[src/rtl/core/llr_pkg.sv]
package llr_pkg;

    // Sample and field widths fixed by the stream format.
    localparam int SB        = 24;
    localparam int FS        = 1 << (SB - 1);
    localparam int LOOP_W    = 17;
    localparam int PRE_W     = 24;
    localparam int IDX_W     = 16;
    localparam int MLEN_W    = 17;
    localparam int TOTAL_W   = 4;
    localparam int CFG_IDX_W = 2;
    localparam int CFG_W     = 24;
    localparam int IN_W      = 64;
    localparam int OUT_W     = 72;

    // Command queue between the front and the back end.
    localparam int QUEUE_DEPTH = 4;
    localparam int QPTR_W      = 2;

    // Configuration register indexes.
    localparam logic [CFG_IDX_W-1:0] CFG_LOOP_LENGTH    = 2'd0;
    localparam logic [CFG_IDX_W-1:0] CFG_PREROLL_LENGTH = 2'd1;
    localparam logic [CFG_IDX_W-1:0] CFG_OVERDUB_ENABLE = 2'd2;

    localparam logic [LOOP_W-1:0] LOOP_LENGTH_RESET = 17'd65536;

    typedef enum logic [2:0] {
        OP_SAMPLE = 3'd0,
        OP_START  = 3'd1,
        OP_STOP   = 3'd2,
        OP_UNDO   = 3'd3,
        OP_CLEAR  = 3'd4,
        OP_READ   = 3'd5,
        OP_NONE   = 3'd6
    } t_op;

    typedef enum logic [1:0] {
        ST_OK    = 2'd0,
        ST_EMPTY = 2'd1,
        ST_FULL  = 2'd2
    } t_status;

    typedef struct packed {
        t_op                    op;
        logic signed [SB-1:0]   left;
        logic signed [SB-1:0]   right;
        logic [IDX_W-1:0]       index;
    } t_cmd;

    typedef struct packed {
        logic signed [SB-1:0]   left;
        logic signed [SB-1:0]   right;
        logic [MLEN_W-1:0]      mixed_length;
        logic [TOTAL_W-1:0]     layer_total;
        logic                   is_recording;
        logic                   is_prerolling;
        t_status                status;
    } t_res;

    typedef struct packed {
        logic [LOOP_W-1:0]      loop_length;
        logic [PRE_W-1:0]       preroll_length;
        logic                   overdub_enable;
    } t_cfg;

endpackage

[src/rtl/core/llr_fifo.sv]
// Short request queue between the front end and the back end.
module llr_fifo import llr_pkg::*; (
    input  logic i_clk,
    input  logic i_rst_n,
    input  logic i_push,
    input  t_cmd i_cmd,
    input  logic i_pop,
    output logic o_full,
    output logic o_valid,
    output t_cmd o_cmd
);

    t_cmd              r_mem [QUEUE_DEPTH];
    logic [QPTR_W-1:0] r_wr_ptr;
    logic [QPTR_W-1:0] r_rd_ptr;
    logic [QPTR_W:0]   r_fill;

    assign o_full  = (r_fill == (QPTR_W+1)'(QUEUE_DEPTH));
    assign o_valid = (r_fill != '0);
    assign o_cmd   = r_mem[r_rd_ptr];

    always_ff @(posedge i_clk) begin
        if (i_push) begin
            r_mem[r_wr_ptr] <= i_cmd;
        end
    end

    always_ff @(posedge i_clk) begin
        if (!i_rst_n) begin
            r_wr_ptr <= '0;
            r_rd_ptr <= '0;
            r_fill   <= '0;
        end else begin
            if (i_push) begin
                r_wr_ptr <= r_wr_ptr + 1'b1;
            end
            if (i_pop) begin
                r_rd_ptr <= r_rd_ptr + 1'b1;
            end
            if (i_push && !i_pop) begin
                r_fill <= r_fill + 1'b1;
            end else if (i_pop && !i_push) begin
                r_fill <= r_fill - 1'b1;
            end
        end
    end

endmodule

[config.mk]
export PLATFORM = sky130hd
export DESIGN_NAME = llr_fifo
export DESIGN_NICKNAME = d
export VERILOG_FILES = /design/src/rtl/core/llr_pkg.sv /design/src/rtl/core/llr_fifo.sv
export SDC_FILE = /design/constraint.sdc
export NUM_CORES = 1
export LEC_CHECK = 0
export BUFFER_PORTS_ARGS = -buffer_cell sky130_fd_sc_hd__buf_4
export CAP_MARGIN = 10
export CELL_PAD_IN_SITES_DETAIL_PLACEMENT = 0
export CELL_PAD_IN_SITES_GLOBAL_PLACEMENT = 1
export CORE_UTILIZATION = 40
export CTS_BUF_LIST = sky130_fd_sc_hd__clkbuf_2 sky130_fd_sc_hd__clkbuf_4 sky130_fd_sc_hd__clkbuf_8
export DETAILED_ROUTE_END_ITERATION = 8
export PLACE_DENSITY_LB_ADDON = 0.3
export SYNTH_ARGS = -nofsm -noshare
export SYNTH_HDL_FRONTEND = slang
export SYNTH_SLANG_ARGS = --single-unit
[constraint.sdc]
create_clock -name i_clk -period 7.8 [get_ports i_clk]
set_clock_uncertainty 0.1 [all_clocks]
set_input_delay 0.78 -clock i_clk [delete_from_list [all_inputs] [get_ports i_clk]]
set_output_delay 0.78 -clock i_clk [all_outputs]
set_load 0.02 [all_outputs]
### Word-level counts from Yosys, hierarchy flattened

Memory sizes are Yosys's and may differ from the RTL's. A register that Yosys moved wholly into a read port is not among the register bits.
Index checks and enable logic that the tools add are counted.

| cells by class | value |
|---|---|
| add/sub/neg operators | 4 |
| multiply operators | 0 |
| div/mod/pow operators | 0 |
| order comparisons | 0 |
| eq/ne operators | 1 |
| shift-type cells | 0 |
| mux-type cells | 6 |
| bitwise operators | 0 |
| reduce and logical (&&, ||, !) cells | 6 |

Operators with widths:

| operator | number |
|---|---|
| $mux 3 | 2 |
| $add 2x1->2 const B | 2 |
| $mux 2 | 2 |
| $add 3x1->3 const B | 1 |
| $eq 3x3->1 const B | 1 |
| $reduce_bool 3->1 | 1 |
| $sub 3x1->3 const B | 1 |
| $logic_and 1x1->1 | 2 |
| $logic_not 1->1 | 2 |
| $mux 1 | 2 |
| $reduce_bool 2->1 | 1 |

| word-level totals | value |
|---|---|
| register bits after elaboration | 7 |
| latch bits | 0 |
| RAM bits | 268 |
| memory bits (read-only) | 0 |
| input bits | 71 |
| output and inout port bits | 69 |
| logic and storage cells | 21 |
| memories kept | 1 |

Memory list:

| memory | depth | width | rd ports | clocked after memory_dff | wr ports | RTL line | text |
|---|---|---|---|---|---|---|---|
| r_mem | 4 | 67 | 1 | 1 | 1 | llr_fifo.sv:13 | `t_cmd r_mem [QUEUE_DEPTH];` |

### Logic depth before layout (Yosys ltp)

| logic depth | value |
|---|---|
| word-level depth | 4 |
| gate-level depth with buffers | 7 |
| gate-level depth less buffers | 7 |

### Least setup slack after synthesis

No wires, ideal clock.

| path | value |
|---|---|
| kind | in2reg |
| from | in i_push |
| to | mem r_mem[0][0] (netlist name) (enable) |
| arrival | 2.353 ns |
| data required time | 7.268 ns |
| setup slack | 4.915 ns |
| stages | 1 |
| buffers on the path | 0 |
| path through | and2_1 |

| on the way | value |
|---|---|
| longest elaborated chain between the ends | 2 |

RTL lines:

| item | RTL line | text |
|---|---|---|
| from (decl) | llr_fifo.sv:5 | `input logic i_push,` |
| $mux 1 | llr_fifo.sv:23 | `if (i_push) begin` |
| $mux 1 (implied by the code) | llr_fifo.sv:24 | `r_mem[r_wr_ptr] <= i_cmd;` |
| to (decl) | llr_fifo.sv:13 |  |

No other way between the ends.

==> impl_metrics.yaml <==
floorplan:
  die_area_um2: 26000
  die_x_um: 161
  io_pins: 140
  placementRows: 57
  initial_core_util: 0.412
  core_area_um2: 24600
  die_h_um: 161
synthesis:
  muxShareOfSynthArea: 0.151
  synth-xor-area-share: 0.00432
  synth_top_area_share: 0.793
  ys_ff_latch: 277
  ys_warn_count: 0
  synth_area_um2: 10100
  synthTopCellsByCount: "268 x edfxtp_1, 67 x mux4_2, 9 x and2_1, 9 x dfxtp_1, 5 x ha_1"
  synth-simple-area-share: 0.00912
  synthTopCellsByArea: "edfxtp_1 79%, mux4_2 15%, dfxtp_1 1.8%"
  synth_top_family_by_area: "multiplexers"
  synth_area_per_cell_um2: 25.8
  yosysTopAreaCell: "edfxtp_1"
  ys_seq_area_frac: 0.811
  synth-compound-area-share: 0.00123
  synth-edff-count: 268
  yosysMostFrequentCell: "edfxtp_1"
  synth_fa_ha_area_frac: 0.00814
  synth_cell_types: 21
  synthArstFlopShare: 0
  synth_fp_nets: 470
  synth_ff_type: "edfxtp_1"
  synth_cells: 393
final_layout:
  fillCellCount: 1991
  layout-drive-gt1-share: 0.479
  diodes: 0
  final_net_count: 642
  syn2layout_area_growth_pct: 21.8
  final_core_util: 0.503
cts:
  clkTransAtPathRegs_ns: 0.06
  postCtsSetupBuffers: 0
  clk_latency_ns: 0.52
  clk_path_buf_depth: 3
  cts_resized: 0
  htree_levels: 2
  numCtsBuffers: 45
  cts_tree: "built"
  cts_root_buf: "clkbuf_8"
  hold_buffers: 0
  cts_sinks: 277
run_status:
  status: "finished, final reports clean"
detailed_routing:
  via_count: 4563
  drtAntennaViolNets: 0
  drc: 0
  drt_pass1_iterations: 4
  viasPerCell: 4.95
  drt_iter0_markers: 187
  drt-total-wl_mm: 18.5
  wire_per_inst_um: 20.1
global_routing:
  first_global_vias: 5095
  track_usage: 0.145
  antenna_found_initial: 0
  grt_max_degree: 68
  overflow: 0
  grt_pass1_wl_mm: 28.2
power:
  powerDensity_nw_per_um2: 270
  power_w: 0.00334
  seq_power_share: 0.524
  p_comb_frac: 0.112
  vdd_drop_max_mv: 0.140
  sw_frac_of_total: 0.227
  internal_power_w: 0.00258
  p_clk_frac: 0.365
  power.switching_w: 0.000758
  leakage_nw: 4.19
worst_setup_path:
  crit_path_max_fanout: 42
  end_kind: "output pin"
  crit_type: "flop to output pin"
  cp_common_cell: "buf_4"
  slowest_stage: "buf_4"
  crit_chain: "buf_4 > mux4_2 > buf_4"
  crit_path_max_incr_delay_ns: 0.76
  worst-endpoint-required_ns: 6.92
  start_kind: "flop"
  arrival_ns: 2.86
place:
  dp_hpwl_mm: 9.67
  io_buffers: 139
  place.gp.congestion: 0.683
  pre_cts_ws_ns: 4.42
timing:
  finalWorstSetupSlack_ns: 4.06
  max_freq_ghz: 0.267
  rsz0062_at_grt: "false"
  finalHoldViolCount: 0
  hold_ws_ns: 0.342
  tns_ns: 0
  tightest_slew_ns: 1.11
  slew_violations: 0
  setup-violations-final: 0
  period_needed_ns: 3.74
  period_share: 0.480
  slew_headroom: 0.261
job:
  max-cap-violations: 0
hold_path:
  min-delay-path-class: "primary input to flop"
cells by family (layout without fill, tap and decap cells):
group	count (synthesis)	in the layout
flip-flops	277	277
multiplexers	69	69
buffers and inverters	19	223
AND/OR/NAND/NOR	15	15
adder cells (fa/ha/maj)	6	6
XOR/XNOR	5	5
AO/OA/AOI/OAI	2	2
through the flow:
step                std cells  cell area (µm²)
floorplan                 393            10100
global route              921            12400
detailed placement        842            11500
global placement          842            11500
CTS                       921            12400
finish                    921            12400
registers in the layout, indices dropped and copies added (netlist names), named ones only:
register and count:
r_wr_ptr 2, r_fill 3, r_rd_ptr 2, r_mem 268
cell usage in the layout (no fill, tap or decap):
cell / netlist / layout
clkinv_1: 0 / 6
or3_1: 2 / 2
mux2i_1: 2 / 2
xnor2_1: 2 / 2
o21ai_0: 1 / 1
and2_4: 0 / 4
bufinv_16: 0 / 1
buf_4: 3 / 140
nand2_1: 1 / 1
inv_6: 0 / 1
dfxtp_4: 0 / 2
dfxtp_1: 9 / 7
inv_1: 4 / 4
nor3b_1: 1 / 1
edfxtp_1: 268 / 268
ha_1: 5 / 5
and2_1: 9 / 5
clkinv_2: 0 / 5
clkbuf_8: 0 / 49
xor2_1: 3 / 3
clkbuf_4: 0 / 17
fa_1: 1 / 1
nor2b_1: 2 / 2
a21boi_0: 1 / 1
mux4_2: 67 / 67
final cells by class:
type / count / area [µm²] / area share
Clock inverter: 13 / 86.3 / 0.00698
Inverter: 4 / 15.0 / 0.00121
Timing Repair Buffer: 140 / 1050 / 0.0850
Tap cell: 324 / 405 / 0.0328
Sequential cell: 277 / 8240 / 0.666
Clock buffer: 66 / 802 / 0.0649
Multi-Input combinational cell: 97 / 1770 / 0.143
critical path: cells and delay by family, from the launching register on:
family	cells	cell delay, ns
buffers and inverters	2	0.94
flip-flops	1	0.69
multiplexers	1	0.63
power groups by stage:
stage	registers (W)	logic [W]	clock network, W
after detailed placement	0.00178	0.000382	0
after floorplan	0.00176	0.000242	0
after global placement	0.00178	0.000377	0
final	0.00175	0.000374	0.00122
after global routing	0.00176	0.000400	0.00132
after CTS	0.00175	0.000383	0.00126
final timing paths:
check	from	end	slack [ns]	cells past startpoint
worst max-delay path	flop	o_cmd[54]	4.06	3
worst max register to register	r_wr_ptr[0]	r_mem[3][29]	5.83	2
worst min-delay path	i_cmd[48]	r_mem[1][48]	0.34	1
worst min register to register	r_fill[2]	r_fill[2]	0.45	2
routing by layer:
metal | GRT usage | routed length (µm)
met3 | 0.0388 | 1100
met5 | 0 | 0
met4 | 0.0485 | 341
met2 | 0.249 | 9390
met1 | 0.179 | 7640
No activity file was read; power rests on OpenSTA's default activity.
